`src/design/f2d_pkg.sv`:
```
// Package for the float-to-decimal-text block: shared constants, number and job types,
// multiplier handshake structs and the state enums of the back end.
// No dependencies.
package f2d_pkg;

    localparam int MAX_TEXT_CHARS = 48;
    localparam int SIG_DIGITS     = 9;
    localparam int QUEUE_DEPTH    = 2;
    localparam int DIG_MAX        = 10;
    localparam int POS_W          = 8;

    localparam logic [31:0] EIGHT_DIGIT_LIMIT = 32'd167772159;
    // floor(log10(2) * 2^22), used for the decimal exponent estimate.
    localparam logic [20:0] LOG10_2_Q22 = 21'd1262611;
    // ceil(2^35 / 10), exact division by ten for any 32-bit value.
    localparam logic [31:0] RECIP_TEN = 32'hCCCCCCCD;

    localparam logic [6:0] CH_ZERO  = 7'h30;
    localparam logic [6:0] CH_MINUS = 7'h2D;
    localparam logic [6:0] CH_DOT   = 7'h2E;

    // Unsigned binary64-style value: m * 2^e with 2^52 <= m < 2^53.
    typedef struct packed {
        logic [52:0]        m;
        logic signed [11:0] e;
    } t_dnum;

    localparam t_dnum DN_ONE   = '{m: 53'h10000000000000, e: -12'sd52};
    localparam t_dnum DN_TEN   = '{m: 53'h14000000000000, e: -12'sd49};
    localparam t_dnum DN_1E15  = '{m: 53'h1C6BF526340000, e: -12'sd3};
    localparam t_dnum DN_TENTH = '{m: 53'h1999999999999A, e: -12'sd56};

    typedef struct packed {
        logic               zero;
        logic               neg;
        t_dnum              val;
        logic signed [7:0]  shift;
    } t_job;

    typedef struct packed {
        logic  start;
        t_dnum a;
        t_dnum b;
    } t_mul_req;

    typedef struct packed {
        logic busy;
        logic done;
    } t_mul_stat;

    typedef enum logic [3:0] {
        S_IDLE, S_PW_STEP, S_PW_MULW, S_PW_NEXT, S_PW_SQW, S_SCALE, S_SCALEW,
        S_CHECK, S_TEN, S_TENW, S_SC8, S_DIVM, S_DIVS, S_PREP, S_EMIT
    } t_bstate;

    typedef enum logic [2:0] {
        P_ZERO, P_SIGN, P_IDIG, P_TZERO, P_DOT, P_LZERO, P_FDIG
    } t_phase;

endpackage

```
`src/design/f2d_front.sv`:
```
// Front end: classifies one binary32 pattern and normalizes it into a conversion job.
// Depends on f2d_pkg.
module f2d_front (
    input  logic [31:0]   i_float_bits,
    output f2d_pkg::t_job o_job
);

    localparam logic [20:0] LOG10_2_Q22_W = f2d_pkg::LOG10_2_Q22;

    logic [7:0]         ex, exc;
    logic [22:0]        fr, frc;
    logic               is_nan, is_inf;
    logic [4:0]         p;
    logic [5:0]         lsh;
    logic signed [8:0]  be;
    logic signed [30:0] prod;
    logic signed [6:0]  dexp;

    always_comb begin
        ex     = i_float_bits[30:23];
        fr     = i_float_bits[22:0];
        is_nan = (ex == 8'hFF) && (fr != 23'd0);
        is_inf = (ex == 8'hFF) && (fr == 23'd0);
        exc    = is_nan ? 8'd0 : (is_inf ? 8'hFE : ex);
        frc    = is_nan ? 23'd0 : (is_inf ? '1 : fr);

        p = 5'd0;
        for (int i = 0; i < 23; i++) begin
            if (frc[i]) begin
                p = 5'(i);
            end
        end
        lsh = 6'd52 - {1'b0, p};

        o_job.zero = (exc == 8'd0) && (frc == 23'd0);
        o_job.neg  = i_float_bits[31];
        if (exc != 8'd0) begin
            o_job.val.m = {1'b1, frc, 29'd0};
            o_job.val.e = $signed({4'd0, exc}) - 12'sd179;
            be          = $signed({1'b0, exc}) - 9'sd126;
        end else begin
            o_job.val.m = {30'd0, frc} << lsh;
            o_job.val.e = $signed({7'd0, p}) - 12'sd201;
            be          = $signed({4'd0, p}) - 9'sd148;
        end

        // Decimal exponent: floor(be * log10(2)).
        prod        = 31'(be) * $signed({10'd0, LOG10_2_Q22_W});
        dexp        = prod[28:22];
        o_job.shift = {dexp[6], dexp} - 8'(f2d_pkg::SIG_DIGITS - 1);
    end

endmodule

```
`config.mk`:
```
export PLATFORM = sky130hd
export DESIGN_NAME = f2d_front
export DESIGN_NICKNAME = d
export VERILOG_FILES = /design/src/design/f2d_pkg.sv /design/src/design/f2d_front.sv
export SDC_FILE = /design/constraint.sdc
export NUM_CORES = 1
export LEC_CHECK = 0
export BUFFER_PORTS_ARGS = -buffer_cell sky130_fd_sc_hd__buf_4
export CAP_MARGIN = 10
export CORE_UTILIZATION = 25
export DETAILED_ROUTE_END_ITERATION = 16
export GPL_TIMING_DRIVEN = 0
export PLACE_DENSITY_LB_ADDON = 0.15
export SLEW_MARGIN = 5
export SYNTH_ARGS = -nofsm -noshare
export SYNTH_HDL_FRONTEND = slang
export SYNTH_SLANG_ARGS = --single-unit
```
`constraint.sdc`:
```
create_clock -name vclk -period 12.87
set_input_delay 0.6435 -clock vclk [all_inputs]
set_output_delay 0.6435 -clock vclk [all_outputs]
set_load 0.01 [all_outputs]
```
==> results.md <==
Worst setup path:
- The kind of capture point of the worst setup path is a primary output.
- In this run the worst path has a maximum fanout of 10.
- The worst setup path is launched from a primary input.
- The most frequent cell on the critical path is ha_1.
- For the worst setup path, the data required time is 12230 ps.
- The class of the most critical setup path is primary input to primary output.
- The slowest stage of the critical path is the fa_1 cell.
- The worst setup path startpoint is i_float_bits[11].
- For the worst setup path, the data arrival time is 10080 ps.
- For this run, the slowest stage of the critical path takes 550 ps.

Clocking:
- The post-cts resize count is 0.
- The number of buffers inserted for hold repair after clock tree synthesis is 0.
- The count of buffers added by post-CTS timing repair for setup is 0.

Floorplan:
- Pin placement for this block handled 107 I/O pins.
- The floorplan die area is 25470 sq um.
- The initialized floorplan defines 57 standard-cell rows.
- The width of the die is 159.6 um.
- The floorplan die height is 159.6 um.
- For this configuration, the core starts out at a cell density of 25.53%.
- The total area inside the core boundary comes to 24320 sq um.

Final layout:
- The sequential cells in the finished layout cover a total of 0 sq um.
- The number of clock-tree buffers in the layout is 0.
- In the layout the commonest cells are ha_1 (102), buf_4 (101), nor2_1 (80).
- Sequential cells placed in the final layout were counted as 0.
- The fraction of final layout cells sized beyond drive strength 1 is 20.15%.
- Compared with the post-synthesis result, the final layout area differs by 17.15%.
- The post-route non-filler standard cell count is 1257.
- The number of nets in the layout is 1094.
- The most common cell after layout, fill and taps aside is ha_1.
- Cells fill 29.91% of the core in the end.
- The total inserted antenna cells is 0.

Synthesis:
- In this run, distinct cell masters in the synthesized netlist total 87.
- Of the total synthesized cell area, the portion taken by full adders, half adders and majority gates is 28.61%.
- The portion of synthesized area spent on multiplexers is 8.261%.
- The synthesized design devotes to its leading area cell type 20.55% of total area.
- Synthesis produced a netlist whose cell count is 841.
- The average cell area after synthesis is 7.384 sq um.
- The share of the yosys chip area belonging to registers is 0%.
- In this run the cell area of the synthesized design comes to 6210 sq um.
- The area fraction in and, or, nand and nor cells after synthesis is 20.59%.
- The synthesis warning total is 0.
- The combinational family with the most area after synthesis is adder cells.
- The biggest area contributor in the post-synthesis netlist is ha_1.
- In the post-synthesis netlist, the biggest area contributors are ha_1 (21%), fa_1 (8.1%), nor2_1 (4.8%).
- Of the total synthesized cell area, the portion taken by XOR and XNOR cells is 3.748%.
- Summing the areas of all compound-gate instances in the mapped netlist gives 28.29% of the synthesized area.

Place:
- The post-detailed-placement half-perimeter wirelength is 20.91 mm.
- At the end of routability-driven placement, the weighted congestion stood at 0.9221.
- Input and output buffers added on the ports amount to 83.
- Including well taps, the total number of placed cells is 1257.

GRT:
- Entering global routing, the biggest net connects 11 pins.
- The layer flagged by global routing as most heavily used is met2.
- The initial antenna violation count was 0.
- Global routing consumed, on the met2 layer, 31.80% of the routing resources.
- For this run, global-route usage on met3 was measured as 1.928%.
- The via count of the first global-routing pass came to 6577.
- The fraction of met1 tracks used by global routing is 28.66%.
- The total overflow left after global routing is 0.
- The first-pass GRT wire length is 39.93 mm.
- Across every metal layer, demand over resource in global routing totals 19.79%.

Timing:
- The number of max-slew violations in the final report is 0.
- The relative max-transition margin is 24.48%.
- For the final routed database, the setup TNS stands at 0 ps.
- The final-report hold violation count is 0.
- Setup violations remaining at the end of the flow were counted as 0.
- Setup repair after global routing left no endpoint under its margin.
- The upper clock frequency limit is 93.25 MHz.
- The shortest clock period the worst path allows after layout is 10720 ps.
- At the pin with the least slew margin, the transition time is 1121 ps.
- Dividing the final minimum period by the clock period gives 83.33%.

Worst hold path:
- The origin of the worst min-delay path is i_float_bits[31].
- The classification of the worst-slack hold path is primary input to primary output.

Power and ir drop:
- IR analysis of the VDD net gives a maximum drop of 238.0 uV.
- The leakage power is 3.396 nW.
- Power spread over the standard cell area amounts to 93.77 nW/um^2.

Drt:
- Dividing the detail-routed via count by the number of cells gives 5.436.
- After detailed routing, the number of remaining DRC violations is 0.
- The detailed router placed 6833 vias in this run.
- The average wire length per cell after detail routing is 20.58 um.
- The number of nets with antenna violations after routing is 0.
- The detailed router finished its first iteration with 598 violations.
- Wires add up to 25.86 mm.
- The pre-antenna-repair detailed-routing pass consisted of 5 iterations.

Outcome:
- The flow ran to the end, and the final reports show no timing, DRC or antenna violations.

Job:
- The number of max-cap violations is 0.
[synth_stat cells, types with 4 or more instances]
cell and number:
buf_6 4, a211oi_1 11, a211o_1 5, o21ai_1 8, o31ai_1 4, nand3_1 19, nor2_1 80, mux2i_1 25
fa_1 25, nand2_1 69, o211ai_1 9, a21oi_1 54, buf_2 23, nand2b_1 6, buf_4 18, mux2_2 20
ha_1 102, o311ai_0 12, a31oi_1 18, xnor2_1 10, a221oi_1 10, xor2_1 11, nor3_1 19, or3_1 10
a21o_1 7, nor2b_1 9, and3_1 7, o21ai_0 46, clkbuf_1 28, nand4_1 5, o21a_1 6, inv_1 62
o22ai_1 15
[area by class of cell]
type | count | area (sq um)
well taps | 324 | 405.4
inverters | 63 | 236.5
plain buffers | 76 | 411.6
repair buffers | 85 | 633.1
multi-input cells | 709 | 5588
fillers | 2682 | 17050
[final timing paths]
kind,to,slack (ps),depth (start not counted)
max,o_job[6],2150,32
min,o_job[73],1470,2
[critical path, delay by kind of cell]
| kind | cells | cell delay, ps |
|---|---|---|
| buffers and inverters | 9 | 2350 |
| adder cells (fa/ha/maj) | 7 | 2770 |
| AO/OA/AOI/OAI | 10 | 2620 |
| AND/OR/NAND/NOR | 5 | 1510 |
| XOR/XNOR | 1 | 190 |
[cells by family after synthesis]
| logic type | count (synthesis) |
|---|---|
| AND/OR/NAND/NOR | 253 |
| other | 1 |
| buffers and inverters | 139 |
| AO/OA/AOI/OAI | 250 |
| adder cells (fa/ha/maj) | 127 |
| XOR/XNOR | 24 |
| multiplexers | 47 |
[power breakdown]
| part | internal, W | switching, W |
|---|---|---|
| clock | 0 | 0 |
| sequential | 0 | 0 |
| combinational | 0.000305 | 0.000377 |
| total | 0.000305 | 0.000377 |
[through the flow]
| step | cell area (sq um) | worst slack [ps] | total power (W) | hold WS [ps] |
|---|---|---|---|---|
| finish | 7274 | 2146 | 0.0006821 | 1465 |
| global route | 7274 | 1579 | 0.0007622 | 1469 |
| CTS | 7274 | 2088 | 0.0006889 | 1466 |
| detailed placement | 7274 | 2135 | 0.0006818 | 1466 |
| global placement | 7264 | 2079 | 0.0006846 | 1464 |
| floorplan | 6236 | 4177 | 0.0004652 | 1379 |
[routing by layer]
metal  part of all wire (%)  vias up
li1                       -     3242
met1                     46     3232
met2                     45      325
met3                    7.5       34
met4                    1.9        0
met5                      0        -
Power figures use the tool's default switching activity.
