===== src/design/f2d_pkg.sv =====
// Package for the float-to-decimal-text block: shared constants, number and job types,
// multiplier handshake structs and the state enums of the back end.
// No dependencies.
package f2d_pkg;

    localparam int MAX_TEXT_CHARS = 48;
    localparam int SIG_DIGITS     = 9;
    localparam int QUEUE_DEPTH    = 2;
    localparam int DIG_MAX        = 10;
    localparam int POS_W          = 8;

    localparam logic [31:0] EIGHT_DIGIT_LIMIT = 32'd167772159;
    // floor(log10(2) * 2^22), used for the decimal exponent estimate.
    localparam logic [20:0] LOG10_2_Q22 = 21'd1262611;
    // ceil(2^35 / 10), exact division by ten for any 32-bit value.
    localparam logic [31:0] RECIP_TEN = 32'hCCCCCCCD;

    localparam logic [6:0] CH_ZERO  = 7'h30;
    localparam logic [6:0] CH_MINUS = 7'h2D;
    localparam logic [6:0] CH_DOT   = 7'h2E;

    // Unsigned binary64-style value: m * 2^e with 2^52 <= m < 2^53.
    typedef struct packed {
        logic [52:0]        m;
        logic signed [11:0] e;
    } t_dnum;

    localparam t_dnum DN_ONE   = '{m: 53'h10000000000000, e: -12'sd52};
    localparam t_dnum DN_TEN   = '{m: 53'h14000000000000, e: -12'sd49};
    localparam t_dnum DN_1E15  = '{m: 53'h1C6BF526340000, e: -12'sd3};
    localparam t_dnum DN_TENTH = '{m: 53'h1999999999999A, e: -12'sd56};

    typedef struct packed {
        logic               zero;
        logic               neg;
        t_dnum              val;
        logic signed [7:0]  shift;
    } t_job;

    typedef struct packed {
        logic  start;
        t_dnum a;
        t_dnum b;
    } t_mul_req;

    typedef struct packed {
        logic busy;
        logic done;
    } t_mul_stat;

    typedef enum logic [3:0] {
        S_IDLE, S_PW_STEP, S_PW_MULW, S_PW_NEXT, S_PW_SQW, S_SCALE, S_SCALEW,
        S_CHECK, S_TEN, S_TENW, S_SC8, S_DIVM, S_DIVS, S_PREP, S_EMIT
    } t_bstate;

    typedef enum logic [2:0] {
        P_ZERO, P_SIGN, P_IDIG, P_TZERO, P_DOT, P_LZERO, P_FDIG
    } t_phase;

endpackage


===== src/design/f2d_fifo.sv =====
// Short job queue between the front end and the back end.
// Depends on f2d_pkg.
module f2d_fifo (
    input  logic          i_clk,
    input  logic          i_rst_n,
    input  logic          i_push,
    input  f2d_pkg::t_job i_job,
    output logic          o_full,
    input  logic          i_take,
    output f2d_pkg::t_job o_job,
    output logic          o_empty
);

    localparam int PTR_W = $clog2(f2d_pkg::QUEUE_DEPTH);
    localparam int CNT_W = $clog2(f2d_pkg::QUEUE_DEPTH + 1);

    f2d_pkg::t_job    r_mem [f2d_pkg::QUEUE_DEPTH];
    logic [PTR_W-1:0] r_wp, r_rp;
    logic [CNT_W-1:0] r_cnt;
    logic             wr, rd;

    assign o_full  = (r_cnt == CNT_W'(f2d_pkg::QUEUE_DEPTH));
    assign o_empty = (r_cnt == '0);
    assign wr      = i_push && !o_full;
    assign rd      = i_take && !o_empty;
    assign o_job   = r_mem[r_rp];

    always_ff @(posedge i_clk) begin
        if (wr) begin
            r_mem[r_wp] <= i_job;
        end
    end

    always_ff @(posedge i_clk) begin
        if (!i_rst_n) begin
            r_wp  <= '0;
            r_rp  <= '0;
            r_cnt <= '0;
        end else begin
            if (wr) begin
                r_wp <= r_wp + PTR_W'(1);
            end
            if (rd) begin
                r_rp <= r_rp + PTR_W'(1);
            end
            if (wr && !rd) begin
                r_cnt <= r_cnt + CNT_W'(1);
            end else if (rd && !wr) begin
                r_cnt <= r_cnt - CNT_W'(1);
            end
        end
    end

endmodule


===== config.mk =====
export PLATFORM = sky130hd
export DESIGN_NAME = f2d_fifo
export DESIGN_NICKNAME = d
export VERILOG_FILES = /design/src/design/f2d_pkg.sv /design/src/design/f2d_fifo.sv
export SDC_FILE = /design/constraint.sdc
export NUM_CORES = 1
export LEC_CHECK = 0
export BUFFER_PORTS_ARGS = -buffer_cell sky130_fd_sc_hd__buf_2
export CAP_MARGIN = 25
export CORE_ASPECT_RATIO = 1.5
export CORE_UTILIZATION = 52
export DETAILED_ROUTE_END_ITERATION = 12
export MAX_ROUTING_LAYER = met4
export PLACE_DENSITY = 0.86
export SKIP_LAST_GASP = 1
export SLEW_MARGIN = 20
export SYNTH_ARGS = -nofsm -noshare
export SYNTH_HDL_FRONTEND = slang
export SYNTH_SLANG_ARGS = --single-unit
export TNS_END_PERCENT = 5

===== constraint.sdc =====
create_clock -name i_clk -period 5.2 [get_ports i_clk]
set_input_delay 0.26 -clock i_clk [delete_from_list [all_inputs] [get_ports i_clk]]
set_output_delay 0.26 -clock i_clk [all_outputs]
set_load 0.02 [all_outputs]

==> results.md, run 1 <==
* Total wire length at about 9600 um
* Pwr per Cell Area at around 500 nW/um^2
* Critical path depth at 3
* Hold endpoint: r_mem[1][53]
* Post-Syn Instances at 258
* Startpoint types: flop
* Cell with the most instances after synthesis: edfxtp_1
* Grt ovf at 0
* Largest net degree at the start of global routing at 76
* Avg WL per Cell at 16.5 um
* Initial DRT Pass Iterations at 4
* Crit path max fanout at 38
* Multi-input gate area at ~980 um^2
* Area grow syn2layout at 26.3%
* Die area at around 11000 um^2
* Fin crit share at 42.5%
* Max Cap Viol at 0
* Post-synth top flop: edfxtp_1
* CP endpoint kind: output pin
* CTS tree: built
* RSZ-0062 raised after global routing: no
* Fin worst setup slack at 2990 ps
* Layout cells sized above 1 at 48.8%
* Min-delay src: i_job[53]
* Slew headroom at a little under two thirds
* # H-tree levels at 4
* RD Place Congestion at about 0.72
* Area contributors post-synth: edfxtp_1 80%, mux2_1 10%, mux2_2 5.0%, dfxtp_1 1.8%, buf_6 1.0%
* ANT cells at 0
* Global-route wire length before repair at 14200 um
* Total CTS buffers at 17
* CP Cell Sequence: buf_12 -> mux2_2 -> buf_2
* Peak VDD IR at 0.350 mV
* I/O pin count at 156
* Slowest Stage Delay on Critical Path at 680 ps
* Die Ht at 130 um
* Yosys cell types at 23
* Post-route DRC at 0
* R2R depth at 3
* Vias per cell at roughly 4.9
* HPWL after DPL at 6180 um
* Core Area at 10600 um^2
* Tmin final at 2210 ps
* Root Buffer Master: clkbuf_16
* Post-synthesis sequential area ratio at 81.4%
* Clock Skews at 5.15 ps
* Post-synth EDFFs at 150
* Slew of the pin with the lowest slew margin at about 550 ps
* Die width at 87.2 um
* Slowest CP cell: dfxtp_4
* Antenna Nets Post-Route at 0
* Most frequent cells after synthesis: 150 x edfxtp_1, 50 x mux2_1, 25 x mux2_2, 5 x buf_6, 5 x dfxtp_1
* Worst path bufs/invs at 2
* Place WS at 3280 ps
* Initial antenna violation count at 0
* Final setup fails at 0
* Synth top area share at 79.6%
* CTS Hold Bufs at 0
* Ys async rst share at 0%
* Worst path required time at roughly 4900 ps
* Starting Density at 53.4%
* Reg2reg start: r_cnt[0]
* Critical path type: flop to output pin
* Hold Fails Final Rpt at 0
* Peak Freq at 453 MHz
* Cell taking the most area after synthesis: edfxtp_1
* Slew Limit Fails at 0
* Setup TNS at 0 ps
* Clk slew on worst S/H paths at 60 ps
* Cell Rows at 46
* Nets at roughly 510
* R2R setup slack at 3440 ps
* CTS max path bufs at 2
* P_leak at 2.68 nW
* Mean Syn Cell Area at 21.9 um^2
* Crit path DAT at 1950 ps
* Sinks on Clock Net at ~160
* Detailed-route via count at 2888
* Vias in the first global route at 2994
* Worst r2r dst: r_mem[1][44]
* Post-Syn Nets at around 340
* Delay-heaviest family, CP: flip-flops
* Port Buffers at around 160
* Starting DRC count in detailed routing at 117
* Synth warn at 0
* FILL cells at 742
* Post-layout util at 67.5%
* Clock Latency Late Sink at 410 ps
* GR Util All Layers at 18.3%
* Reg area at ~4600 um^2
* Status: complete, no violations
* Post-CTS Setup Repair Bufs at 0
* Synthesized area at 5660 um^2
* Hold depth at 1
* Hold WC Path Type: primary input to flop
* CTS resizes at 0
* Flop and latch count out of synthesis at 155
==> placed cells by master (no fill, tap or decap) <==
master      Yosys  layout
and2_1          3       3
mux2_1         50      50
clkinvlp_4      0       3
dfxtp_4         0       1
buf_4           1       2
edfxtp_1      150     150
o21ai_0         1       1
clkinv_1        0       1
and3_4          0       1
o21ai_1         1       1
buf_12          0       2
clkbuf_1        0       4
or3_1           1       1
o21a_1          1       1
dfxtp_1         5       4
inv_1           1       1
clkinv_2        0       3
xor2_1          1       1
inv_2           1       1
inv_6           0       1
bufinv_16       0       1
clkinv_4        0       2
xnor2_1         2       2
a21boi_1        1       1
buf_2           2     155
a21boi_0        1       1
nor2_1          2       2
mux2_2         25      25
nor3_4          0       1
clkbuf_16       0      17
ha_1            1       1
nand2b_1        1       1
==> per-layer routing <==
metal	vias to the layer above	track usage, %	wire (um)
li1	1365	-	-
met1	1387	18.0	3540
met2	112	31.8	5330
met3	24	5.57	470
met4	0	10.5	308
met5	-	-	0
==> worst max-delay path by stage <==
stage	start	end	slack [ps]
after floorplan	r_cnt[0]	r_mem[0][0]	1170
after global placement	r_cnt[0]	r_mem[1][2]	3320
after detailed placement	r_cnt[0]	r_mem[1][45]	3280
after CTS	flop	o_job[67]	2850
after global routing	flop	o_job[3]	2870
final	flop	o_job[53]	2990
==> sequential cells by signal, indices dropped and copies added (netlist names), named ones only <==
signal / cells
r_wp: 1
r_rp: 1
r_cnt: 2
r_mem: 150
==> area by class of cell <==
class                   count  area share [%]
clock inverters            11            1.37
clock buffers              21            6.16
well taps                 144            2.52
multi-input cells          93            13.7
repair buffers            159            11.6
flip-flops and latches    155            64.5
inverters                   2           0.105
==> logic make-up after synthesis <==
logic type	count (synthesis)	share of synthesized area, %
muxes	75	14.9
xor gates and xnor gates	3	0.465
and+or+nand+nor	9	0.974
buffers and inverters	10	1.44
adders and majority gates	1	0.221
AOI/OAI and AO/OA	5	0.575
DFF	155	81.4
==> where the power goes <==
group          total [mW]  internal [mW]  switching [mW]
logic               0.913          0.358           0.555
clock network        1.11          0.655           0.451
registers            1.65           1.57          0.0822
total                3.67           2.59            1.09
==> metrics by stage <==
step | power, mW | instances | cell area [um^2] | hold slack, ps
floorplan | 2.31 | 258 | 5660 | 359
global placement | 2.56 | 551 | 6570 | 448
detailed placement | 2.59 | 551 | 6570 | 451
CTS | 3.70 | 583 | 7110 | 14.3
global route | 3.84 | 585 | 7150 | 12.7
finish | 3.67 | 585 | 7150 | 32.5
Power figures use the tool's default switching activity.
==> run 2: changes to the inputs <==
==> constraint.sdc (replaced) <==
create_clock -name i_clk -period 2.24 [get_ports i_clk]
set_input_delay 0.112 -clock i_clk [delete_from_list [all_inputs] [get_ports i_clk]]
set_output_delay 0.112 -clock i_clk [all_outputs]
set_load 0.02 [all_outputs]
==> run 2 against run 1 <==
Clock power rose to 2.7 times the previous value; power rose to 2.5 times the previous value; utilization rose by 8.4 points; critical path type unchanged.
==> results.md, run 2 (synthesis results as in run 1) <==
* Status: complete, no violations
* Layout cells sized above 1 at 42.4% (-6.4 points)
* Peak Freq at roughly 570 MHz
* Initial DRT Pass Iterations at 4 (unchanged)
* Antenna Nets Post-Route at 0 (unchanged)
* Global-route wire length before repair at 16400 um (+16%)
* RSZ-0062 raised after global routing: no
* Clock Skews at 11.0 ps (+5.85 ps)
* Avg WL per Cell at 17.0 um (+2.8%)
* Fin crit share at 78.7%
* Commonest non-fill, non-tap cell in the layout: buf_2
* Initial antenna violation count at 0 (unchanged)
* Hold Fails Final Rpt at 0 (unchanged)
* RD Place Congestion at 0.715 (-0.13%)
* ANT cells at 0 (unchanged)
* Slew headroom at 71.9% (+8.2 points)
* Largest net degree at the start of global routing at 57 (-25%)
* Core Area at 10600 um^2 (unchanged)
* Total CTS buffers at 17 (unchanged)
* Grt ovf at 0 (unchanged)
* Met3 Resource Use GR at 4.36% (-1.2 points)
* Tmin final at 1760 ps
* Max reg flops at 150 (unchanged)
* GRT met1 Usage at 19.4% (+1.4 points)
* Crit path DAT at 1650 ps (-300 ps)
* Nets at 586 (+15%)
* Critical path type: flop to output pin
* Slowest CP cell: mux2_2
* Top flop regs: r_mem x150, r_cnt x2
* Starting Density at 53.4% (unchanged)
* Cell Rows at 46 (unchanged)
* Setup TNS at 0 ps (unchanged)
* P_leak at 3.07 nW (+14%)
* Die width at 87.2 um (unchanged)
* Post-route DRC at 0 (unchanged)
* Die area at 11300 um^2 (unchanged)
* CP endpoint kind: output pin
* Area grow syn2layout at 42.2%
* Detailed-route via count at 3246 (+12%)
* Pwr per Cell Area at 1140 nW/um^2 (+120%)
* I/O pin count at 156 (unchanged)
* Port Buffers at 155 (unchanged)
* Max Cap Viol at 0 (unchanged)
* Clock Latency Late Sink at 410 ps (about the same)
* Multi-input gate area at 990 um^2 (+0.76%)
* Hold_ws at 77.2 ps (+44.6 ps)
* Busiest layer in global routing: met2
* Slew of the pin with the lowest slew margin at 422 ps (-123 ps)
* Hold WC Path Type: primary input to flop
* Startpoint types: flop
* # H-tree levels at 4 (unchanged)
* Reg area at 4610 um^2 (about the same)
* Peak VDD IR at 0.761 mV (+120%)
* CTS tree: built
* Root Buffer Master: clkbuf_16
* Vias per cell at 4.90 (-0.83%)
* Most frequent cells in the layout: 155 x buf_2, 150 x edfxtp_1, 76 x dlygate4sd3_1
* Slew Limit Fails at 0 (unchanged)
* HPWL after DPL at 6580 um (+6.4%)
* Clk slew on worst S/H paths at 60 ps (about the same)
* Sinks on Clock Net at 155 (unchanged)
* Biggest register: r_mem
* Met2 usage at 40.0% (+8.2 points)
* Power, Total at 9.18 mW (+150%)
* Vias in the first global route at 3440 (+15%)
* Worst path required time at 2130 ps (-2810 ps)
* CTS max path bufs at 2 (unchanged)
* Crit path max fanout at 27 (-29%)
* FILL cells at 627 (-15%)
* Slowest Stage Delay on Critical Path at 380 ps (-300 ps)
* Starting DRC count in detailed routing at 127 (+8.5%)
* GR Util All Layers at 20.9% (+2.6 points)
* Die Ht at 130 um (unchanged)
* CP Cell Sequence: buf_4 -> mux2_2 -> buf_2
* Final setup fails at 0 (unchanged)
* Total wire length at 11200 um (+17%)
[run 2: cell types whose count changed in the layout (fill, tap and decap cells not counted), sizes merged]
cell / previous run / this run
clkinv: 6 / 3
bufinv: 1 / 5
buf: 159 / 161
dlygate4sd3: 0 / 76
clkinvlp: 3 / 2
[run 2: where the power goes]
group / switching [mW] / internal [mW] / leakage [nW] / total, mW
Clock: 1.05 / 1.98 / 0.302 / 3.03
Sequential: 0.115 / 3.65 / 1.44 / 3.76
Combinational: 1.44 / 0.954 / 1.32 / 2.39
Total: 2.60 / 6.58 / 3.07 / 9.18
[run 2: through the flow]
| stage | worst slack (ps) | cells | instance area (um^2) | util, % |
|---|---|---|---|---|
| after floorplan | -582 | 258 | 5670 | - |
| after CTS | 463 | 663 | 8040 | 75.9 |
| final | 478 | 663 | 8040 | 75.9 |
| after global placement | 770 | 555 | 6650 | 62.8 |
| after detailed placement | 713 | 555 | 6650 | 62.8 |
| after global routing | 413 | 663 | 8040 | 75.9 |
[run 2: worst paths after layout]
check	from	to	slack [ps]	cells after the start
setup / recovery	flop	o_job[52]	480	3
hold / removal	i_push	r_wp	80	3
setup reg to reg	r_cnt[1]	r_cnt[1]	670	6
hold reg to reg	r_cnt[1]	r_cnt[1]	580	2
[run 2: timing repair]
item | in CTS | in global routing
hold endpoints to repair | 155 | 0
hold buffers | 76 | 0
resized for setup | 0 | 0
buffers inserted | 0 | 0
endpoints found under the setup margin | 0 | 0
[run 2: final cells by class]
cell class	count	area share (%)
clock buffers	21	5.48
clock inverters	11	2.40
multi-input cells	93	12.3
well taps	144	2.24
flip-flops and latches	155	57.3
repair buffers	237	20.1
inverters	2	0.124
[run 2: worst max-delay path: cells and delay by family (launching register included)]
family / cells / cell delay, ps
mux: 1 / 380
buf+inv: 2 / 500
flops: 1 / 360
[run 2: layer usage]
metal	part of all wire, %	wire length (um)	vias to the layer above
met5	0	0	-
met4	2.1	240	0
met3	4.3	479	16
met2	59	6640	111
met1	34	3870	1597
li1	-	-	1522
