[src/design/f2d_pkg.sv]
// Package for the float-to-decimal-text block: shared constants, number and job types,
// multiplier handshake structs and the state enums of the back end.
// No dependencies.
package f2d_pkg;

    localparam int MAX_TEXT_CHARS = 48;
    localparam int SIG_DIGITS     = 9;
    localparam int QUEUE_DEPTH    = 2;
    localparam int DIG_MAX        = 10;
    localparam int POS_W          = 8;

    localparam logic [31:0] EIGHT_DIGIT_LIMIT = 32'd167772159;
    // floor(log10(2) * 2^22), used for the decimal exponent estimate.
    localparam logic [20:0] LOG10_2_Q22 = 21'd1262611;
    // ceil(2^35 / 10), exact division by ten for any 32-bit value.
    localparam logic [31:0] RECIP_TEN = 32'hCCCCCCCD;

    localparam logic [6:0] CH_ZERO  = 7'h30;
    localparam logic [6:0] CH_MINUS = 7'h2D;
    localparam logic [6:0] CH_DOT   = 7'h2E;

    // Unsigned binary64-style value: m * 2^e with 2^52 <= m < 2^53.
    typedef struct packed {
        logic [52:0]        m;
        logic signed [11:0] e;
    } t_dnum;

    localparam t_dnum DN_ONE   = '{m: 53'h10000000000000, e: -12'sd52};
    localparam t_dnum DN_TEN   = '{m: 53'h14000000000000, e: -12'sd49};
    localparam t_dnum DN_1E15  = '{m: 53'h1C6BF526340000, e: -12'sd3};
    localparam t_dnum DN_TENTH = '{m: 53'h1999999999999A, e: -12'sd56};

    typedef struct packed {
        logic               zero;
        logic               neg;
        t_dnum              val;
        logic signed [7:0]  shift;
    } t_job;

    typedef struct packed {
        logic  start;
        t_dnum a;
        t_dnum b;
    } t_mul_req;

    typedef struct packed {
        logic busy;
        logic done;
    } t_mul_stat;

    typedef enum logic [3:0] {
        S_IDLE, S_PW_STEP, S_PW_MULW, S_PW_NEXT, S_PW_SQW, S_SCALE, S_SCALEW,
        S_CHECK, S_TEN, S_TENW, S_SC8, S_DIVM, S_DIVS, S_PREP, S_EMIT
    } t_bstate;

    typedef enum logic [2:0] {
        P_ZERO, P_SIGN, P_IDIG, P_TZERO, P_DOT, P_LZERO, P_FDIG
    } t_phase;

endpackage

[src/design/f2d_dmul.sv]
// Iterative 53x53 mantissa multiplier with round-to-nearest-even, one partial product
// per cycle. Depends on f2d_pkg.
module f2d_dmul (
    input  logic               i_clk,
    input  logic               i_rst_n,
    input  f2d_pkg::t_mul_req  i_req,
    output f2d_pkg::t_mul_stat o_stat,
    output f2d_pkg::t_dnum     o_res
);

    logic               r_busy, r_done;
    logic [2:0]         r_step;
    logic [52:0]        r_a, r_b;
    logic signed [11:0] r_esum;
    logic [53:0]        r_pp;
    logic [105:0]       r_acc;
    f2d_pkg::t_dnum     r_res;

    logic [26:0]        a_op, b_op;
    logic [105:0]       pp_sh;
    logic               s53, guard, sticky, up;
    logic [52:0]        q;
    logic [53:0]        qr;
    f2d_pkg::t_dnum     n_res;

    assign o_stat.busy = r_busy;
    assign o_stat.done = r_done;
    assign o_res       = r_res;

    always_comb begin
        // Low halves are 27 bits, high halves 26 bits.
        a_op = (r_step == 3'd2 || r_step == 3'd3) ? {1'b0, r_a[52:27]} : r_a[26:0];
        b_op = (r_step == 3'd1 || r_step == 3'd3) ? {1'b0, r_b[52:27]} : r_b[26:0];

        // Partial product accumulated this cycle was formed in step r_step - 1.
        case (r_step)
            3'd2, 3'd3: pp_sh = {25'd0, r_pp, 27'd0};
            3'd4:       pp_sh = {r_pp[51:0], 54'd0};
            default:    pp_sh = {52'd0, r_pp};
        endcase

        s53    = r_acc[105];
        q      = s53 ? r_acc[105:53] : r_acc[104:52];
        guard  = s53 ? r_acc[52] : r_acc[51];
        sticky = s53 ? (|r_acc[51:0]) : (|r_acc[50:0]);
        up     = guard && (sticky || q[0]);
        qr     = {1'b0, q} + {53'd0, up};
        n_res.m = qr[53] ? qr[53:1] : qr[52:0];
        n_res.e = r_esum + (s53 ? 12'sd53 : 12'sd52) + (qr[53] ? 12'sd1 : 12'sd0);
    end

    always_ff @(posedge i_clk) begin
        if (i_req.start && !r_busy) begin
            r_a    <= i_req.a.m;
            r_b    <= i_req.b.m;
            r_esum <= i_req.a.e + i_req.b.e;
            r_acc  <= '0;
        end else if (r_busy) begin
            if (r_step <= 3'd3) begin
                r_pp <= a_op * b_op;
            end
            if (r_step >= 3'd1 && r_step <= 3'd4) begin
                r_acc <= r_acc + pp_sh;
            end
            if (r_step == 3'd5) begin
                r_res <= n_res;
            end
        end
    end

    always_ff @(posedge i_clk) begin
        if (!i_rst_n) begin
            r_busy <= 1'b0;
            r_done <= 1'b0;
            r_step <= '0;
        end else begin
            r_done <= 1'b0;
            if (i_req.start && !r_busy) begin
                r_busy <= 1'b1;
                r_step <= '0;
            end else if (r_busy) begin
                if (r_step == 3'd5) begin
                    r_busy <= 1'b0;
                    r_done <= 1'b1;
                end else begin
                    r_step <= r_step + 3'd1;
                end
            end
        end
    end

endmodule

[src/design/f2d_back.sv]
// Back end: power-of-ten sequencing, scaling and rounding, digit extraction and the
// character emitter with its output register. Depends on f2d_pkg and f2d_dmul.
module f2d_back (
    input  logic          i_clk,
    input  logic          i_rst_n,
    input  f2d_pkg::t_job i_job,
    input  logic          i_job_valid,
    output logic          o_take,
    input  logic          i_pop,
    output logic          o_empty,
    output logic [6:0]    o_text_char,
    output logic          o_last_char
);

    f2d_pkg::t_bstate   r_state, n_state;
    logic               r_neg, r_eight, r_strip;
    f2d_pkg::t_dnum     r_val, r_pv, r_pb;
    logic signed [7:0]  r_shift, r_pbp;
    logic [5:0]         r_npow;
    logic [31:0]        r_d;
    logic [63:0]        r_prod;
    logic [3:0]         r_dig [f2d_pkg::DIG_MAX];
    logic [3:0]         r_nd;
    f2d_pkg::t_phase    r_phase;
    logic [7:0]         r_cnt;
    logic [f2d_pkg::POS_W-1:0] r_pos, r_len;
    logic [6:0]         r_char;
    logic               r_last, r_ovalid;

    f2d_pkg::t_mul_req  mreq;
    f2d_pkg::t_mul_stat mstat;
    f2d_pkg::t_dnum     mres;

    logic signed [7:0]  k;
    logic [31:0]        d_round, q10, rem32;
    logic [3:0]         rem;
    logic signed [7:0]  nd8, pbv, len_raw;
    logic               intm;
    f2d_pkg::t_phase    f_phase, e_phase;
    logic [7:0]         f_cnt, e_cnt;
    logic [6:0]         e_char;
    logic               e_pop;
    logic [3:0]         dig_idx;
    logic               adv, last_now, pop_out;

    f2d_dmul u_dmul (
        .i_clk   (i_clk),
        .i_rst_n (i_rst_n),
        .i_req   (mreq),
        .o_stat  (mstat),
        .o_res   (mres)
    );

    function automatic logic [31:0] round_away(f2d_pkg::t_dnum x);
        logic signed [11:0] ne;
        logic [6:0]         sh;
        logic [63:0]        sum;
        ne  = -x.e;
        sh  = ne[6:0];
        sum = {11'd0, x.m} + (64'd1 << (sh - 7'd1));
        if (x.e >= 12'sd0) begin
            return '1;
        end else if (x.e <= -12'sd64) begin
            return '0;
        end
        return 32'(sum >> sh);
    endfunction

    assign o_empty     = !r_ovalid;
    assign o_text_char = r_char;
    assign o_last_char = r_last;
    assign pop_out     = i_pop && r_ovalid;
    assign adv         = (r_state == f2d_pkg::S_EMIT) && (!r_ovalid || i_pop);
    assign last_now    = (r_pos == r_len - f2d_pkg::POS_W'(1));
    assign o_take      = (r_state == f2d_pkg::S_IDLE) && i_job_valid;

    always_comb begin
        k       = -i_job.shift;
        d_round = round_away(mres);
        q10     = {3'd0, r_prod[63:35]};
        rem32   = r_d - ((q10 << 3) + (q10 << 1));
        rem     = rem32[3:0];
        nd8     = $signed({4'd0, r_nd});
        intm    = !r_shift[7];
        pbv     = nd8 + r_shift;
        if (intm) begin
            len_raw = nd8 + r_shift;
        end else if (pbv > 8'sd0) begin
            len_raw = nd8 + 8'sd1;
        end else begin
            len_raw = nd8 + 8'sd1 - pbv;
        end
        len_raw = len_raw + (r_neg ? 8'sd1 : 8'sd0);
        if (intm || pbv > 8'sd0) begin
            f_phase = f2d_pkg::P_IDIG;
        end else begin
            f_phase = f2d_pkg::P_DOT;
        end
        f_cnt = intm ? {4'd0, r_nd} : pbv;
    end

    // Next state.
    always_comb begin
        n_state = r_state;
        unique case (r_state)
            f2d_pkg::S_IDLE: begin
                if (i_job_valid) begin
                    n_state = i_job.zero ? f2d_pkg::S_EMIT : f2d_pkg::S_PW_STEP;
                end
            end
            f2d_pkg::S_PW_STEP: begin
                n_state = r_npow[0] ? f2d_pkg::S_PW_MULW : f2d_pkg::S_PW_NEXT;
            end
            f2d_pkg::S_PW_MULW: begin
                if (mstat.done) begin
                    n_state = f2d_pkg::S_PW_NEXT;
                end
            end
            f2d_pkg::S_PW_NEXT: begin
                n_state = (r_npow[5:1] == 5'd0) ? f2d_pkg::S_SCALE : f2d_pkg::S_PW_SQW;
            end
            f2d_pkg::S_PW_SQW: begin
                if (mstat.done) begin
                    n_state = f2d_pkg::S_PW_STEP;
                end
            end
            f2d_pkg::S_SCALE:  n_state = f2d_pkg::S_SCALEW;
            f2d_pkg::S_SCALEW: begin
                if (mstat.done) begin
                    n_state = f2d_pkg::S_CHECK;
                end
            end
            f2d_pkg::S_CHECK: begin
                if (!r_eight && r_d > f2d_pkg::EIGHT_DIGIT_LIMIT) begin
                    n_state = f2d_pkg::S_TEN;
                end else begin
                    n_state = f2d_pkg::S_DIVM;
                end
            end
            f2d_pkg::S_TEN:  n_state = f2d_pkg::S_TENW;
            f2d_pkg::S_TENW: begin
                if (mstat.done) begin
                    n_state = f2d_pkg::S_SC8;
                end
            end
            f2d_pkg::S_SC8:  n_state = f2d_pkg::S_SCALEW;
            f2d_pkg::S_DIVM: n_state = f2d_pkg::S_DIVS;
            f2d_pkg::S_DIVS: begin
                if (!(r_strip && r_d != 32'd0 && rem == 4'd0) && q10 == 32'd0) begin
                    n_state = f2d_pkg::S_PREP;
                end else begin
                    n_state = f2d_pkg::S_DIVM;
                end
            end
            f2d_pkg::S_PREP: n_state = f2d_pkg::S_EMIT;
            f2d_pkg::S_EMIT: begin
                if (adv && last_now) begin
                    n_state = f2d_pkg::S_IDLE;
                end
            end
            default: n_state = f2d_pkg::S_IDLE;
        endcase
    end

    // Multiplier requests and the next character.
    always_comb begin
        mreq.start = 1'b0;
        mreq.a     = r_pv;
        mreq.b     = r_pb;
        unique case (r_state)
            f2d_pkg::S_PW_STEP: mreq.start = r_npow[0];
            f2d_pkg::S_PW_NEXT: begin
                mreq.start = (r_npow[5:1] != 5'd0);
                mreq.a     = r_pb;
            end
            f2d_pkg::S_SCALE: begin
                mreq.start = 1'b1;
                mreq.a     = r_val;
                mreq.b     = r_pv;
            end
            f2d_pkg::S_TEN: begin
                mreq.start = 1'b1;
                mreq.b     = f2d_pkg::DN_TENTH;
            end
            f2d_pkg::S_SC8: begin
                mreq.start = 1'b1;
                mreq.a     = r_val;
            end
            default: mreq.start = 1'b0;
        endcase

        dig_idx = r_nd - 4'd1;
        e_char  = f2d_pkg::CH_ZERO;
        e_phase = r_phase;
        e_cnt   = r_cnt - 8'd1;
        e_pop   = 1'b0;
        unique case (r_phase)
            f2d_pkg::P_ZERO: e_char = f2d_pkg::CH_ZERO;
            f2d_pkg::P_SIGN: begin
                e_char  = f2d_pkg::CH_MINUS;
                e_phase = f_phase;
                e_cnt   = f_cnt;
            end
            f2d_pkg::P_IDIG: begin
                e_char = f2d_pkg::CH_ZERO + {3'd0, r_dig[dig_idx]};
                e_pop  = 1'b1;
                if (r_cnt == 8'd1) begin
                    e_phase = intm ? f2d_pkg::P_TZERO : f2d_pkg::P_DOT;
                    e_cnt   = r_shift;
                end
            end
            f2d_pkg::P_TZERO: e_char = f2d_pkg::CH_ZERO;
            f2d_pkg::P_DOT: begin
                e_char = f2d_pkg::CH_DOT;
                if (r_pbp >= 8'sd0) begin
                    e_phase = f2d_pkg::P_FDIG;
                end else begin
                    e_phase = f2d_pkg::P_LZERO;
                    e_cnt   = -r_pbp;
                end
            end
            f2d_pkg::P_LZERO: begin
                e_char = f2d_pkg::CH_ZERO;
                if (r_cnt == 8'd1) begin
                    e_phase = f2d_pkg::P_FDIG;
                end
            end
            f2d_pkg::P_FDIG: begin
                e_char = f2d_pkg::CH_ZERO + {3'd0, r_dig[dig_idx]};
                e_pop  = 1'b1;
            end
            default: e_char = f2d_pkg::CH_ZERO;
        endcase
    end

    // Datapath registers.
    always_ff @(posedge i_clk) begin
        case (r_state)
            f2d_pkg::S_IDLE: begin
                r_neg   <= i_job.neg && !i_job.zero;
                r_val   <= i_job.val;
                r_shift <= i_job.shift;
                r_eight <= 1'b0;
                r_nd    <= 4'd0;
                r_pos   <= '0;
                r_len   <= f2d_pkg::POS_W'(1);
                r_phase <= f2d_pkg::P_ZERO;
                if (k > 8'sd15) begin
                    r_pv   <= f2d_pkg::DN_1E15;
                    r_pb   <= f2d_pkg::DN_TEN;
                    r_npow <= 6'(k - 8'sd15);
                end else if (k >= 8'sd0) begin
                    r_pv   <= f2d_pkg::DN_ONE;
                    r_pb   <= f2d_pkg::DN_TEN;
                    r_npow <= 6'(k);
                end else begin
                    r_pv   <= f2d_pkg::DN_ONE;
                    r_pb   <= f2d_pkg::DN_TENTH;
                    r_npow <= 6'(-k);
                end
            end
            f2d_pkg::S_PW_MULW: begin
                if (mstat.done) begin
                    r_pv <= mres;
                end
            end
            f2d_pkg::S_PW_NEXT: r_npow <= r_npow >> 1;
            f2d_pkg::S_PW_SQW: begin
                if (mstat.done) begin
                    r_pb <= mres;
                end
            end
            f2d_pkg::S_SCALEW: begin
                if (mstat.done) begin
                    r_d <= d_round;
                end
            end
            f2d_pkg::S_CHECK: begin
                r_strip <= 1'b1;
                r_nd    <= 4'd0;
                if (!r_eight && r_d > f2d_pkg::EIGHT_DIGIT_LIMIT) begin
                    r_eight <= 1'b1;
                    r_shift <= r_shift + 8'sd1;
                end
            end
            f2d_pkg::S_TENW: begin
                if (mstat.done) begin
                    r_pb <= mres;
                end
            end
            f2d_pkg::S_DIVM: r_prod <= r_d * f2d_pkg::RECIP_TEN;
            f2d_pkg::S_DIVS: begin
                r_d <= q10;
                if (r_strip && r_d != 32'd0 && rem == 4'd0) begin
                    r_shift <= r_shift + 8'sd1;
                end else begin
                    r_strip      <= 1'b0;
                    r_dig[r_nd]  <= rem;
                    r_nd         <= r_nd + 4'd1;
                end
            end
            f2d_pkg::S_PREP: begin
                r_pbp   <= pbv;
                r_cnt   <= f_cnt;
                r_phase <= r_neg ? f2d_pkg::P_SIGN : f_phase;
                if (len_raw > $signed(8'(f2d_pkg::MAX_TEXT_CHARS))) begin
                    r_len <= f2d_pkg::POS_W'(f2d_pkg::MAX_TEXT_CHARS);
                end else begin
                    r_len <= len_raw;
                end
            end
            f2d_pkg::S_EMIT: begin
                if (adv) begin
                    r_char  <= e_char;
                    r_last  <= last_now;
                    r_pos   <= r_pos + f2d_pkg::POS_W'(1);
                    r_phase <= e_phase;
                    r_cnt   <= e_cnt;
                    if (e_pop) begin
                        r_nd <= r_nd - 4'd1;
                    end
                end
            end
            default: r_cnt <= r_cnt;
        endcase
    end

    // Control registers.
    always_ff @(posedge i_clk) begin
        if (!i_rst_n) begin
            r_state  <= f2d_pkg::S_IDLE;
            r_ovalid <= 1'b0;
        end else begin
            r_state <= n_state;
            if (adv) begin
                r_ovalid <= 1'b1;
            end else if (pop_out) begin
                r_ovalid <= 1'b0;
            end
        end
    end

    a_no_start_busy: assert property (@(posedge i_clk) disable iff (!i_rst_n)
        mreq.start |-> !mstat.busy)
        else $error("multiplier started while busy");

    a_done_in_wait: assert property (@(posedge i_clk) disable iff (!i_rst_n)
        mstat.done |-> (r_state == f2d_pkg::S_PW_MULW || r_state == f2d_pkg::S_PW_SQW ||
                        r_state == f2d_pkg::S_SCALEW || r_state == f2d_pkg::S_TENW))
        else $error("multiplier result arrived outside a wait state");

    a_digit_count: assert property (@(posedge i_clk) disable iff (!i_rst_n)
        r_nd <= 4'(f2d_pkg::DIG_MAX))
        else $error("digit count overflow");

    a_pos_bound: assert property (@(posedge i_clk) disable iff (!i_rst_n)
        (r_state == f2d_pkg::S_EMIT) |-> (r_pos < r_len))
        else $error("character position past text length");

    a_last_ends: assert property (@(posedge i_clk) disable iff (!i_rst_n)
        (adv && last_now) |=> (r_state == f2d_pkg::S_IDLE && r_last))
        else $error("final character did not end the item");

endmodule

[config.mk]
export PLATFORM = sky130hd
export DESIGN_NAME = f2d_back
export DESIGN_NICKNAME = d
export VERILOG_FILES = /design/src/design/f2d_pkg.sv /design/src/design/f2d_dmul.sv /design/src/design/f2d_back.sv
export SDC_FILE = /design/constraint.sdc
export NUM_CORES = 2
export LEC_CHECK = 0
export BUFFER_PORTS_ARGS = -buffer_cell sky130_fd_sc_hd__buf_4
export CAP_MARGIN = 25
export CORE_MARGIN = 3
export CORE_UTILIZATION = 40
export CTS_CLUSTER_DIAMETER = 60
export CTS_CLUSTER_SIZE = 20
export DETAILED_ROUTE_END_ITERATION = 10
export SLEW_MARGIN = 10
export SYNTH_ARGS = -nofsm -noshare
export SYNTH_HDL_FRONTEND = slang
export SYNTH_SLANG_ARGS = --single-unit
[constraint.sdc]
create_clock -name i_clk -period 11.3 [get_ports i_clk]
set_input_delay 2.825 -clock i_clk [delete_from_list [all_inputs] [get_ports i_clk]]
set_output_delay 2.825 -clock i_clk [all_outputs]
set_load 0.01 [all_outputs]
==> results.ini <==
[clocking]
cts.clk_slew.worst_paths_ns = 0.07
cts_made_buffers = 84
root_buffer = clkbuf_16
clock-sinks = 711
cts_max_level = 3
post-cts-setup-buffers = 0
clockBufferDepth = 3
cts_resized = 0
postCtsHoldBufs = 0
cts_tree = yes
clkLatencyLatePin_ns = 0.74

[critical_path]
start_kind = register
cpMostUsedCell = fa_1
worst_path_largest_cell_delay_ns = 0.77
rr_startpoint = u_dmul.r_step[0]
end_kind = register
cp_slowest_cell = nand2_1
reg2reg_depth = 32
timing.rr.end = u_dmul.r_pp[53]
required_ns = 11.75
crit_fanout = 20
critical_path_arrival_ns = 10.67
r2r_slack_ns = 1.07
critPathKind = register to register

[detailed_routing]
num_vias = 72110
post_drt_wl_per_cell_um = 24.82
routed_via_density = 5.701
drtIter0Drc = 7963
routed_wl_um = 313900
dr.pass1.iters = 9
route.detailed.drc = 0
drtAntennaViolNets = 0

[yosys]
yosys.area.top_type = fa_1
yosysWarnings = 0
synth_edf_count = 595
netlist_instances = 9766
ys_seq_elements = 711
netlist-cell-type-count = 109
netlist_area_sq_um = 88380
synth_nets = 11650
synth_top_area_frac = 0.2367
ys_top_cells_by_area = fa_1 24%, edfxtp_1 20%, ha_1 11%
syn_avg_cell_area_sq_um = 9.050
async_reset_ff_frac = 0
synthFlopType = edfxtp_1
yosysSeqAreaShare = 0.2284

[global_routing]
grt_pass1_wl_um = 466900
grt_max_degree = 74
track_usage = 0.2748
grt_pass1_vias = 71620
antenna_found_initial = 17
grt_overflow = 0

[floorplanning]
die_h_um = 476.1
die_area_sq_um = 226600
rows = 171
core-area_sq_um = 218400
ios = 89
die_x_um = 476.1
initial_core_util = 0.4046

[sta]
tns_ns = 0
rsz0062_at_grt = false
fmax_mhz = 97.79
final_max_slew_viol_count = 0
setup_viol = 0
skew_ns = 0.05382
fin_crit_sh = 0.9049
hold_ws_ns = 0.4774
fin_crit_ns = 10.23
hold_viol = 0
tightest_slew_ns = 1.171
relSlewSlack = 0.2097

[finish]
multi_input_area_sq_um = 60930
fill_cells = 21180
drive_above_1_share = 0.05825
fin_nets = 11510
layout.area.seq_sq_um = 20190
area.growth.synth_to_final_pct = 7.935
stdcell_area_sq_um = 95390

[place]
hpwl_um = 251800
gp_congestion = 1.006
portBuffers = 86
placed_area_sq_um = 92240

[worst_hold_path]
worstHoldStart = u_dmul.r_acc[22]
hold_path_class = register to register
holdPathEnd = u_dmul.r_acc[22]
holdPathStages = 2

[outcome]
outcome = completed

[flow_run]
drv_cap = 0

[sequential cells by signal, summed over array words and instances (netlist names), 12 cells and up]
register and count:
u_dmul.r_acc 106, u_dmul.o_res 65, u_dmul.r_pp 54, u_dmul.r_b 53, r_pv 65, r_dig 40, r_val 65, r_prod 29
u_dmul.r_a 53, u_dmul.r_esum 12, r_pb 65, r_d 32
[placed cells by master (no fill, tap or decap), types with 20 or more instances in the layout]
| master | count |
|---|---|
| nand2b_1 | 41 |
| nand4_1 | 93 |
| edfxtp_1 | 595 |
| a22o_1 | 70 |
| a22oi_1 | 79 |
| xnor2_1 | 197 |
| dfxtp_1 | 115 |
| o31ai_1 | 28 |
| mux2i_1 | 125 |
| o22ai_1 | 46 |
| a311oi_1 | 20 |
| a21o_1 | 188 |
| ha_1 | 755 |
| a221oi_1 | 29 |
| xor2_1 | 141 |
| mux2_2 | 64 |
| inv_1 | 1527 |
| o21a_1 | 51 |
| o21bai_1 | 53 |
| mux4_2 | 20 |
| o21ai_0 | 323 |
| a31oi_1 | 53 |
| nand2_1 | 1293 |
| o211ai_1 | 48 |
| and3_1 | 114 |
| clkbuf_16 | 84 |
| a21oi_1 | 478 |
| buf_4 | 217 |
| nand3_1 | 145 |
| o22a_1 | 37 |
| nor3_1 | 110 |
| a211oi_1 | 55 |
| nor2b_1 | 73 |
| nor4_1 | 42 |
| fa_1 | 1045 |
| or3_1 | 33 |
| or2_2 | 23 |
| nor2_1 | 768 |
| and2_1 | 127 |
[synthesized netlist by cell type, types with 55 or more instances]
master,count
dfxtp_1,116
and2_1,128
xor2_1,142
a21o_1,189
nor2b_1,74
nand2_1,1298
nor3_1,112
a21oi_1,480
a22oi_1,79
o21ai_0,324
fa_1,1045
ha_1,756
mux2i_1,135
mux2_2,64
a211oi_1,55
nand3_1,145
a22o_1,70
clkbuf_1,369
inv_1,1528
nand4_1,93
and3_1,114
xnor2_1,200
edfxtp_1,595
nor2_1,778
[logic make-up (layout without fill, tap and decap cells)]
family | Yosys count | in the layout | synth area share
fa+ha+maj | 1801 | 1801 | 0.3437
simple gates | 2951 | 2951 | 0.1490
flops | 711 | 711 | 0.2284
compound gates | 1763 | 1763 | 0.1316
mux | 219 | 219 | 0.02854
buf+inv | 1977 | 1910 | 0.08476
other cells | 2 | 10 | 0.00008498
xor+xnor | 342 | 342 | 0.03389
[cell type report]
type | instances | share of cell area
inverters | 1531 | 0.06026
clock buffers | 85 | 0.02208
diodes | 8 | 0.0002099
flip-flops and latches | 711 | 0.2117
repair buffers | 224 | 0.01825
well taps | 2941 | 0.03858
multi-input cells | 7078 | 0.6387
clock inverters | 70 | 0.01022
[critical path, delay by kind of cell (launching register included)]
family / cells / cell delay [ns]
xor gates and xnor gates: 1 / 0.10
buffers and inverters: 7 / 0.73
AOI/OAI and AO/OA: 8 / 2.36
DFF: 1 / 0.47
adders and majority gates: 9 / 4.27
and+or+nand+nor: 7 / 2.01
[metal layers]
metal / wire length, um / up-vias / GRT usage
met5: 20 / - / 0
met4: 16050 / 4 / 0.1222
met3: 27340 / 564 / 0.04768
met2: 134300 / 3320 / 0.4082
met1: 136200 / 35900 / 0.3919
li1: - / 32320 / -
[stage by stage]
stage | worst slack (ns) | instances | util
CTS | 1.247 | 12640 | 0.4364
global route | 0.6835 | 12640 | 0.4366
global placement | 1.436 | 12480 | 0.4219
finish | 1.074 | 12650 | 0.4367
floorplan | 2.586 | 9766 | -
detailed placement | 1.297 | 12480 | 0.4223
[worst max path at each step]
| stage | end | startpoint | cells after the start |
|---|---|---|---|
| detailed placement | u_dmul.r_pp[53] | u_dmul.r_step[0] | 32 |
| floorplan | u_dmul.r_pp[51] | u_dmul.r_step[0] | 33 |
| global placement | u_dmul.r_pp[53] | u_dmul.r_step[0] | 32 |
| CTS | u_dmul.r_pp[53] | u_dmul.r_step[0] | 32 |
| finish | u_dmul.r_pp[53] | u_dmul.r_step[0] | 32 |
| global route | u_dmul.r_pp[53] | u_dmul.r_step[0] | 32 |
Power is left out: the tool's default activity adds up to more than one toggle a clock period on the data nets, which glitch-free logic cannot reach.
